==> config.mk <==
export PLATFORM = sky130hd
export DESIGN_NAME = bsts_ctrl
export DESIGN_NICKNAME = d
export VERILOG_FILES = /design/src/hdl/burst_score_task_scheduler_macros.svh /design/src/hdl/bsts_pkg.sv /design/src/hdl/bsts_ctrl.sv
export SDC_FILE = /design/constraint.sdc
export NUM_CORES = 1
export LEC_CHECK = 0
export ABC_AREA = 1
export BUFFER_PORTS_ARGS = -buffer_cell sky130_fd_sc_hd__buf_2
export CORE_AREA = 2 2 39 41
export CTS_CLUSTER_SIZE = 12
export DETAILED_ROUTE_END_ITERATION = 12
export DIE_AREA = 0 0 41 43
export PLACE_DENSITY_LB_ADDON = 0.05
export SLEW_MARGIN = 0
export SYNTH_ARGS = -nofsm -noshare
export SYNTH_HDL_FRONTEND = slang
export SYNTH_SLANG_ARGS = --single-unit
==> constraint.sdc <==
create_clock -name i_clk -period 0.95 [get_ports i_clk]
set_input_delay 0.095 -clock i_clk [delete_from_list [all_inputs] [get_ports i_clk]]
set_output_delay 0.095 -clock i_clk [all_outputs]
set_load 0.01 [all_outputs]
==> src/hdl/burst_score_task_scheduler_macros.svh <==
// Assertion macros shared by the scheduler top level.
// No dependencies; include after the clock and reset are declared.
`ifndef BURST_SCORE_TASK_SCHEDULER_MACROS_SVH
`define BURST_SCORE_TASK_SCHEDULER_MACROS_SVH

// Same-cycle implication, disabled while reset is low
`define BSTS_ASSERT_NOW(label, clk, rst_n, ante, cons) \
    label: assert property (@(posedge clk) disable iff (!rst_n) (ante) |-> (cons)) \
        else $error("scheduler check failed");

// Next-cycle implication, disabled while reset is low
`define BSTS_ASSERT_NEXT(label, clk, rst_n, ante, cons) \
    label: assert property (@(posedge clk) disable iff (!rst_n) (ante) |=> (cons)) \
        else $error("scheduler check failed");

`endif

==> src/hdl/bsts_pkg.sv <==
// Shared types and constants of the burst-score task scheduler.
// No dependencies; compiled before every other file of the block.
package bsts_pkg;

    // Default values of the top-level parameters
    localparam int TASK_SLOTS_DEF = 256;
    localparam int CPU_COUNT_DEF  = 256;
    localparam int TIME_BITS_DEF  = 64;

    // Field and port widths
    localparam int ACT_W      = 3;
    localparam int SCORE_W    = 8;
    localparam int CPU_W      = 8;
    localparam int SLICE_W    = 33;
    localparam int THR_W      = 9;
    localparam int CFG_IDX_W  = 3;
    localparam int CFG_DATA_W = 32;
    localparam int IN_DATA_W  = 96;
    localparam int OUT_DATA_W = 56;
    localparam int PROD_W     = SCORE_W + CFG_DATA_W;

    // Action codes
    localparam logic [ACT_W-1:0] ACT_INIT  = 3'd0;
    localparam logic [ACT_W-1:0] ACT_RUN   = 3'd1;
    localparam logic [ACT_W-1:0] ACT_STOP  = 3'd2;
    localparam logic [ACT_W-1:0] ACT_ENQ   = 3'd3;
    localparam logic [ACT_W-1:0] ACT_SEL   = 3'd4;

    // Configuration register indexes
    localparam logic [CFG_IDX_W-1:0] CFG_PREFER = 3'd0;
    localparam logic [CFG_IDX_W-1:0] CFG_BASE   = 3'd1;
    localparam logic [CFG_IDX_W-1:0] CFG_MIN    = 3'd2;
    localparam logic [CFG_IDX_W-1:0] CFG_MAX    = 3'd3;
    localparam logic [CFG_IDX_W-1:0] CFG_THR    = 3'd4;

    // Configuration reset values
    localparam logic                  PREFER_RST = 1'b1;
    localparam logic [CFG_DATA_W-1:0] BASE_RST   = 32'd5000000;
    localparam logic [CFG_DATA_W-1:0] MIN_RST    = 32'd1000000;
    localparam logic [CFG_DATA_W-1:0] MAX_RST    = 32'd20000000;
    localparam logic [THR_W-1:0]      THR_RST    = 9'd50;

    localparam logic [SCORE_W-1:0] SCORE_MAX = 8'd255;

    // Commands from the controller to the datapath
    typedef struct packed {
        logic capture;  // latch the input word and read the table
        logic exec;     // update the entry and form the result
        logic div_a;    // first step of the divide by 255
        logic div_b;    // correction and base add
        logic load;     // move the result into the output register
    } t_cmd;

    // Status from the datapath to the controller
    typedef struct packed {
        logic need_div; // enqueue needs the scaled batch slice
    } t_stat;

endpackage

==> src/hdl/bsts_ctrl.sv <==
// Sequencer of the burst-score task scheduler: accepts words, steps the
// datapath and owns the output valid flag. Depends on bsts_pkg.
module bsts_ctrl (
    input  logic           i_clk,
    input  logic           i_rst_n,
    input  logic           i_in_valid,
    output logic           o_in_ready,
    input  logic           i_out_ready,
    output logic           o_out_valid,
    input  bsts_pkg::t_stat i_stat,
    output bsts_pkg::t_cmd  o_cmd
);
    import bsts_pkg::*;

    typedef enum logic [2:0] {
        ST_IDLE,
        ST_EXEC,
        ST_DIV_A,
        ST_DIV_B,
        ST_FIN
    } t_state;

    t_state r_state;
    logic   r_out_valid;
    logic   load;

    // Finish only when the output register is free or being emptied
    assign load = (r_state == ST_FIN) && (!r_out_valid || i_out_ready);

    // Decode commands from the state
    always_comb begin
        o_cmd.capture = (r_state == ST_IDLE) && i_in_valid;
        o_cmd.exec    = (r_state == ST_EXEC);
        o_cmd.div_a   = (r_state == ST_DIV_A);
        o_cmd.div_b   = (r_state == ST_DIV_B);
        o_cmd.load    = load;
    end

    assign o_in_ready  = (r_state == ST_IDLE);
    assign o_out_valid = r_out_valid;

    // Hold state and the output valid flag
    always_ff @(posedge i_clk) begin
        if (!i_rst_n) begin
            r_state     <= ST_IDLE;
            r_out_valid <= 1'b0;
        end else begin
            unique case (r_state)
                ST_IDLE: begin
                    if (i_in_valid) begin
                        r_state <= ST_EXEC;
                    end
                end
                ST_EXEC: begin
                    r_state <= i_stat.need_div ? ST_DIV_A : ST_FIN;
                end
                ST_DIV_A: begin
                    r_state <= ST_DIV_B;
                end
                ST_DIV_B: begin
                    r_state <= ST_FIN;
                end
                ST_FIN: begin
                    if (load) begin
                        r_state <= ST_IDLE;
                    end
                end
                default: begin
                    r_state <= ST_IDLE;
                end
            endcase

            if (load) begin
                r_out_valid <= 1'b1;
            end else if (i_out_ready) begin
                r_out_valid <= 1'b0;
            end
        end
    end

endmodule

# After elaboration in Yosys (flattened, before gate mapping)
# Cells that the tools add are included.
[word_totals]
regBits = 4
input_bits = 5
out_inout_bits = 7
elab_cells = 21
[op_classes]
n_eq_ne = 6
n_mux = 6
reduce_logical = 7
[ops]
columns = ["operator", "n"]
rows = [
  ["3-bit case mux with 5 select lines", 1],
  ["3-bit 2-to-1 mux", 3],
  ["3-bit by 2-bit equality test with 1-bit output (second input constant)", 2],
  ["2-bit != test (second input constant)", 2],
  ["3-bit by 1-bit equality test with 1-bit output (second input constant)", 1],
  ["3-bit equality test (second input constant)", 1],
  ["3-bit zero test", 1],
  ["1-bit logical AND", 2],
  ["1-bit 2-to-1 mux", 2],
  ["2-bit AND reduction", 1],
  ["2-bit nonzero test", 1],
  ["1-bit zero test", 1],
  ["1-bit logical OR", 1],
]

# Longest topological paths before layout
# Gate-level depths: netlist (run 1).
[logic_depth]
ltp_word = 5
mapped_depth = 4
mapped_depth_nobuf = 4

# Least setup slack after synthesis (run 1)
# OpenSTA, ideal clock, no wires.
[synth_timing]
path_type = "reg-to-output"
from = "reg r_out_valid, in the netlist o_out_valid"
to = "out o_cmd[0] (netlist bit)"
t_arrival_ns = 0.728
required_ns = 0.855
path_slack_ns = 0.127
stages_incl_launch_ff = 5
path_buffers = 1
cell_sequence = "dfxtp_1 -> inv_1 -> nor2_1 -> nor2_1 -> buf_4"
[synth_via]
elab_chain_len = 3
[synth_lines]
columns = ["item", "line_no", "rtl"]
rows = [
  ["start: declaration", "bsts_ctrl.sv:24", "logic r_out_valid;"],
  ["start signal: assignment", "bsts_ctrl.sv:46", "r_out_valid <= 1'b0;"],
  ["start signal: assignment", "bsts_ctrl.sv:74", "r_out_valid <= 1'b1;"],
  ["start signal: assignment", "bsts_ctrl.sv:76", "r_out_valid <= 1'b0;"],
  ["1-bit zero test", "bsts_ctrl.sv:28", "assign load = (r_state == ST_FIN) && (!r_out_valid || i_out_ready);"],
  ["1-bit logical OR", "bsts_ctrl.sv:28", ""],
  ["1-bit logical AND", "bsts_ctrl.sv:28", ""],
  ["end: declaration", "bsts_ctrl.sv:11", "output bsts_pkg::t_cmd o_cmd"],
]
# Every way passes these cells.

==> impl_metrics.ini, run 1 <==
[synthesis]
synthCells = 34
syn_nets = 39
ys_seq_elements = 4
ys_seq_area_frac = 0.360
ys_types = 13
netlist_top_cells_area = dfxtp_1, inv_1, nor2_1
synth_warnings = 0
yosysTopAreaCellShare = 0.360
avgSynthCellArea_um2 = 6.55
syn_area_um2 = 223
synth_area_leader_cell = dfxtp_1

[route]
drc = 0
dr_total_vias = 239
antenna_left = 0
via_per_inst = 3.79
drt-initial-drc-count = 0
firstDrtPassIters = 1
wire_per_inst_um = 7.83
wl_um = 493

[worst_setup_path]
slowest_delay_ns = 0.36
cp_data_required_time_ns = 0.85
startpoint_type = flip-flop
regToRegSetupSlack_ns = 0.14
cp_max_fo = 3
cp_slowest_cell = dfxtp_4
rr_startpoint = o_out_valid
worstPathCellList = inv_2 -> nor2_4 -> inv_2 -> nor2_1 -> buf_2
endpoint_kind = primary output
cp.depth = 5
path_buf_inv = 3
crit_path_end = o_cmd[3]
r2r_cells = 4
crit_start = r_state[0]
critPathKind = flip-flop to primary output
worstPathArrival_ns = 0.99
r2r-end = r_state[2]
cp_top_family = flip-flops
critPathMostFrequentCell = inv_2

[power]
peakVddDrop_mv = 0.397
p_total_mw = 0.483
p_per_area_mw_per_mm2 = 1450
power.leakage_nw = 0.171

[place]
place_congestion = 0.681
port_buffers = 11
dp_hpwl_um = 418
placed_cell_area_um2 = 290

[sta]
worst_slack_ns = -0.137
finalCriticalPeriod_ns = 1.09
holdWs_ns = 0.123
fin_crit_sh = 1.14
setup_viol = 6
finalHoldViolCount = 0
fmax_mhz = 920
fin_skew_ns = 0.00613
tightest_slew_ns = 0.171
slew_viol_final = 0
fin_setup_tns_ns = -0.666
rsz0062_at_grt = yes
max_slew_margin = 0.885

[grt]
grt_max_degree = 6
antenna_found_initial = 0
grt_overflow_total = 0
track_usage = 0.0661
grt_pass1_vias = 210
grt_pass1_wl_um = 745

[floorplan]
pin_count = 12
start_util = 0.161
core-area_mm2 = 0.00138
dieArea_mm2 = 0.00176
die_w_um = 41
num_rows = 14
fp.dieH_um = 43

[cts]
cts_setup_buffers = 0
clock_latency_ns = 0.23
cts_tree = built
clock-sinks = 4
cts_hold_buf = 0
htree_levels = 1
cts_made_buffers = 3
cts_root_buffer = clkbuf_4
path_clk_slew_ns = 0.04
clk_path_buf_depth = 2

[layout]
area_growth_pct = 50.0
fin_area_um2 = 334
n_fill_cell = 169
fin_nets = 54
antennaDiodeCount = 0
drive_above_1_share = 0.574

[outcome]
violations = negative setup slack
outcome = finished, violations left

[job]
drv_cap = 0

[worst_hold_path]
hp-class = input port to flip-flop
==> worst min-delay path: cells and delay by family <==
| kind | cells | cell delay, ns |
|---|---|---|
| and+or+nand+nor | 1 | 0.06 |
| buffers and inverters | 1 | 0.11 |
| AOI/OAI and AO/OA | 1 | 0.05 |
==> sequential cells by signal, indices dropped and copies added (netlist names) <==
name	cells
o_out_valid	1
r_state	3
==> cell type report <==
class / count / area (µm²) / share of cell area
inverter: 9 / 33.8 / 0.101
clock buffer: 3 / 22.5 / 0.0674
multi-input combinational: 20 / 114 / 0.341
timing repair buffer: 11 / 55.1 / 0.165
sequential: 4 / 88.8 / 0.266
tap: 16 / 20.0 / 0.0599
==> through the flow <==
stage | util | setup WS, ns | cells
CTS | 0.236 | -0.155 | 63
global placement | 0.210 | 0.0511 | 60
detailed placement | 0.210 | 0.0586 | 60
global route | 0.241 | -0.204 | 63
finish | 0.241 | -0.137 | 63
floorplan | - | 0.127 | 34
==> cell families (layout without fill, tap and decap cells) <==
kind of cell | Yosys count | after routing | share of synthesized area
AND/OR/NAND/NOR | 16 | 16 | 0.348
buffers and inverters | 10 | 23 | 0.185
flip-flops | 4 | 4 | 0.360
AO/OA/AOI/OAI | 4 | 4 | 0.107
==> how the worst min path moves through the flow <==
stage	cells after the start	end	start	slack [ns]
2_1_floorplan	2	r_state[1]	i_stat	0.24
3_3_place_gp	3	r_state[0]	i_in_valid	0.36
3_5_place_dp	3	r_state[0]	i_in_valid	0.37
4_1_cts	3	r_state[1]	i_stat	0.12
5_1_grt	3	r_state[1]	i_stat	0.13
6_report	3	r_state[1]	i_stat	0.12
==> cells in the final DEF, fill, tap and decap left out <==
cell      synthesis  routed
dfxtp_1           4       1
a21oi_2           1       1
dfxtp_2           0       1
nand3_2           1       1
nand3_1           1       1
a21oi_1           2       2
dfxtp_4           0       2
o21ai_0           1       1
nand2_1           5       4
buf_2             0      11
nor2_2            1       2
clkbuf_4          0       3
nand2_2           0       1
nor2_4            1       2
inv_1             7       6
nor2_1            7       5
inv_2             2       3
==> layer usage <==
layer / vias up / global-route usage / wire length (µm)
met3: 2 / 0.0157 / 45
li1: 127 / - / -
met4: 0 / 0.0800 / 17
met5: - / 0 / 0
met1: 98 / 0.0735 / 218
met2: 12 / 0.0875 / 212
==> synth_stat cells <==
master,count
dfxtp_1,4
inv_2,2
nor2_1,7
inv_1,7
o21ai_0,1
nor2_2,1
a21oi_1,2
nand2_1,5
buf_4,1
nor2_4,1
nand3_1,1
a21oi_2,1
nand3_2,1
==> timing repair <==
action,in CTS,in global routing
pin swaps,2,1
endpoints found under the setup margin,6,6
resized for setup,7,3
==> power by group <==
group          switching (mW)  internal, mW
clock                  0.0633         0.141
sequential             0.0117         0.176
combinational          0.0523        0.0394
total                   0.127         0.356
No activity file was read; power rests on OpenSTA's default activity.
==> inputs of run 2 (changes only) <==
- PLACE_DENSITY_LB_ADDON: 0.05 -> not set
==> run 2 against run 1 <==
Compared with the run above: the flow still finishes with violations (negative setup slack); flip-flop and latch count did not move; first-iteration DRC count rose by 3; design area did not move; clock skew fell by 0.0012 ns; total power rose by 1.8%.
==> impl_metrics.ini, run 2 (same netlist as run 1, synthesis figures left out) <==
[sta]
fin_setup_tns_ns = -0.669
rsz0062_at_grt = yes
finalHoldViolCount = 0
tightest_slew_ns = 0.170
max_slew_margin = 0.886
fin_crit_sh = 1.14
worst_slack_ns = -0.133
setup_viol = 6
finalCriticalPeriod_ns = 1.08
slew_viol_final = 0
fmax_mhz = 923
fin_skew_ns = 0.00497

[worst_setup_path]
slowest_delay_ns = 0.36
cp_max_fo = 3
endpoint_kind = primary output
cp_slowest_cell = dfxtp_4
critPathMostFrequentCell = inv_2
worstPathCellList = inv_2 -> nor2_4 -> inv_2 -> nor2_1 -> buf_2
regToRegSetupSlack_ns = 0.16
r2r-end = r_state[2]
cp_data_required_time_ns = 0.85
critPathKind = flip-flop to primary output
rr_startpoint = o_out_valid
r2r_cells = 4
worstPathArrival_ns = 0.99
startpoint_type = flip-flop

[floorplan]
die_w_um = 41
start_util = 0.161
pin_count = 12
dieArea_mm2 = 0.00176
num_rows = 14
fp.dieH_um = 43
core-area_mm2 = 0.00138

[layout]
largest_reg_flops = 3
n_fill_cell = 159
top_register = r_state
drive_above_1_share = 0.596
area_growth_pct = 50.0
fin_area_um2 = 334
fin_nets = 54
final_cell_mix = buf_2, inv_1, nor2_1, nand2_1
finalNonFillerCells = 63
final_common_cell = buf_2
antennaDiodeCount = 0

[place]
dp_hpwl_um = 371
placed_cell_area_um2 = 290
place_congestion = 0.678
port_buffers = 11
dp_cells = 60

[outcome]
outcome = finished, violations left
violations = negative setup slack

[route]
drc = 0
firstDrtPassIters = 2
wl_um = 456
via_per_inst = 3.56
antenna_left = 0
dr_total_vias = 224
wire_per_inst_um = 7.24
drt-initial-drc-count = 3

[cts]
clock-sinks = 4
path_clk_slew_ns = 0.03
cts_root_buffer = clkbuf_4
cts_made_buffers = 3
cts_setup_buffers = 0
cts_tree = built
htree_levels = 1
clk_path_buf_depth = 2
clock_latency_ns = 0.23

[grt]
antenna_found_initial = 0
grt_max_degree = 6
track_usage = 0.0662
grt_pass1_wl_um = 745
grt_overflow_total = 0
grt_pass1_vias = 209

[power]
peakVddDrop_mv = 0.724
p_per_area_mw_per_mm2 = 1470
power.leakage_nw = 0.171

[worst_hold_path]
hold_start = i_in_valid
holdPathEnd = r_state[0]
hold_depth = 3
hp-class = input port to flip-flop

[job]
drv_cap = 0
[run 2: through the flow]
| stage | total power, mW | util | hold WS [ns] | setup slack, ns |
|---|---|---|---|---|
| after floorplan | 0.243 | - | 0.239 | 0.127 |
| after global placement | 0.274 | 0.210 | 0.363 | 0.0523 |
| after detailed placement | 0.274 | 0.210 | 0.367 | 0.0622 |
| after CTS | 0.502 | 0.236 | 0.120 | -0.160 |
| after global routing | 0.529 | 0.241 | 0.128 | -0.217 |
| final | 0.492 | 0.241 | 0.132 | -0.133 |
[run 2: worst max-delay path: cells and delay by family, from the launching register on]
kind          cells  cell delay (ns)
buf+inv           3             0.22
flops             1             0.36
simple gates      2             0.17
[run 2: cell type report]
cell class / count / area, µm² / area share
Tap cell: 16 / 20.0 / 0.0599
Inverter: 9 / 33.8 / 0.101
Multi-Input combinational cell: 20 / 116 / 0.348
Clock buffer: 3 / 22.5 / 0.0674
Timing Repair Buffer: 11 / 55.1 / 0.165
Sequential cell: 4 / 86.3 / 0.258
[run 2: report_power, final]
group | internal [mW] | switching (mW) | total (mW)
registers | 0.178 | 0.0117 | 0.189
logic | 0.0403 | 0.0530 | 0.0933
clock network | 0.141 | 0.0682 | 0.209
[run 2: worst max-delay path by stage]
stage / startpoint / to / cells after the start
floorplan: o_out_valid / o_cmd[0] / 4
detailed placement: r_state[0] / o_cmd[1] / 5
global placement: r_state[0] / o_cmd[1] / 5
global route: r_state[0] / o_cmd[0] / 4
finish: r_state[0] / o_cmd[3] / 5
CTS: r_state[0] / o_cmd[1] / 5
[run 2: what timing repair did]
action                                  in CTS  in global routing
hold buffers                                 0                  0
endpoints found under the hold margin        0                  0
pin swaps                                    2                  2
resized for setup                            7                  3
endpoints found under the setup margin       6                  6
[run 2: metal layers]
metal  share of wire  vias to the layer above  track usage  wire length, µm
met5               0                        -            0                0
li1                -                      126            -                -
met2            0.39                       11       0.0750              178
met3            0.13                        0       0.0785               58
met4               0                        0            0                0
met1            0.48                       87       0.0865              219
==> inputs of run 3 (changes only) <==
- CELL_PAD_IN_SITES_DETAIL_PLACEMENT: not set -> 1
- CELL_PAD_IN_SITES_GLOBAL_PLACEMENT: not set -> 2
- PLACE_DENSITY_LB_ADDON: not set -> 0.1
- SLEW_MARGIN: 0 -> not set
==> run 3 against run 2 <==
Compared with the run above: the flow still finishes with violations (negative setup slack); clock power is 3% higher; worst hold slack worse by 0.013 ns; highest routed layer unchanged; critical endpoint is now o_cmd[0]; total power is 8.0% higher.
==> impl_metrics.ini, run 3 (same netlist as run 1, synthesis figures left out) <==
[outcome]
outcome = finished, violations left
violations = negative setup slack

[grt]
grt.met2_usage = 0.125
grt_pass1_wl_mm = 1.04
grt_max_degree = 6
grt_pass1_vias = 244
grt_overflow_total = 0
grt_use_met3 = 0.0942
busiest_layer = met2
antenna_found_initial = 0
use_met1 = 0.106
track_usage = 0.0914

[cts]
cts_root_buffer = clkbuf_4
clock-sinks = 4
clk_path_buf_depth = 2
path_clk_slew_ns = 0.04
cts_hold_buf = 0
htree_levels = 1
cts_tree = built
clock_latency_ns = 0.24
cts_made_buffers = 3

[layout]
final_cell_mix = buf_2, inv_1, nor2_1, buf_4
multi_input_comb_area_um2 = 124
final_common_cell = buf_2
fin_util = 0.278
regArea_um2 = 91.3
fin_area_um2 = 385
top_register = r_state
fin_nets = 58
drive_above_1_share = 0.667
antennaDiodeCount = 0
n_fill_cell = 183
largest_reg_flops = 3
area_growth_pct = 73.0

[sta]
holdWs_ns = 0.119
worst_slack_ns = -0.152
rsz0062_at_grt = yes
max_slew_margin = 0.853
finalHoldViolCount = 0
setup_viol = 8
slew_viol_final = 0
fin_skew_ns = 0.00662
finalCriticalPeriod_ns = 1.10
fin_setup_tns_ns = -0.798
fin_crit_sh = 1.16
tightest_slew_ns = 0.220
fmax_mhz = 907

[route]
wire_per_inst_um = 9.70
dr_total_vias = 263
wl_um = 650
antenna_left = 0
drc = 0
drt-initial-drc-count = 6
via_per_inst = 3.93
firstDrtPassIters = 2

[power]
p_per_area_mw_per_mm2 = 1380
peakVddDrop_mv = 0.619
power.leakage_nw = 0.193

[floorplan]
start_util = 0.161
die_w_um = 41
core-area_mm2 = 0.00138
dieArea_mm2 = 0.00176
fp.dieH_um = 43
num_rows = 14
pin_count = 12

[worst_setup_path]
startpoint_type = flip-flop
cp_max_fo = 3
endpoint_kind = primary output
worstPathArrival_ns = 1.01
critPathKind = flip-flop to primary output
worstPathCellList = nor2_4 -> nand2_2 -> nor2_2 -> buf_2
cp_slowest_cell = dfxtp_4
r2r_cells = 6
slowest_delay_ns = 0.36
cp_data_required_time_ns = 0.85

[worst_hold_path]
hp-class = input port to flip-flop
hold_depth = 3

[place]
place_congestion = 0.677
placed_cell_area_um2 = 290
port_buffers = 11
dp_slack_ns = 0.0583
dp_hpwl_um = 468

[job]
drv_cap = 0
[run 3: changes by cell type in the layout (fill, tap and decap cells not counted), sizes merged]
cell	delta
buf	+4
[run 3: worst paths after layout]
kind | from | endpoint | slack [ns]
worst max-delay path | r_state[0] | o_cmd[0] | -0.15
worst min-delay path | i_in_valid | r_state[0] | 0.12
worst max register to register | r_state[0] | r_state[1] | -0.02
worst min register to register | o_out_valid | o_out_valid | 0.55
[run 3: repair_timing]
item,CTS,global route
endpoints found under the setup margin,6,7
buffers inserted,1,3
gates resized for setup,11,6
pin swaps,2,3
[run 3: critical path: cells and delay by family, from the launching register on]
kind	cells	cell delay [ns]
flops	1	0.36
simple gates	3	0.27
buf+inv	1	0.13
[run 3: metrics by stage]
stage	power, mW	cells
floorplan	0.243	34
global placement	0.276	60
detailed placement	0.279	60
CTS	0.520	64
global route	0.568	67
finish	0.531	67
[run 3: final cells by class]
cell class              instances  area share
multi-input cells              20       0.321
flip-flops and latches          4       0.237
repair buffers                 15       0.237
inverters                       9      0.0942
clock buffers                   3      0.0584
well taps                      16      0.0519
[run 3: report_power, final]
part	total (mW)	switching (mW)	internal, mW
Combinational	0.125	0.0622	0.0632
Clock	0.216	0.0745	0.142
Sequential	0.190	0.0158	0.174
[run 3: routing by layer]
| layer | vias up | routed length (µm) |
|---|---|---|
| met1 | 117 | 260 |
| met3 | 0 | 58 |
| li1 | 134 | - |
| met2 | 12 | 331 |
| met4 | 0 | 0 |
| met5 | - | 0 |
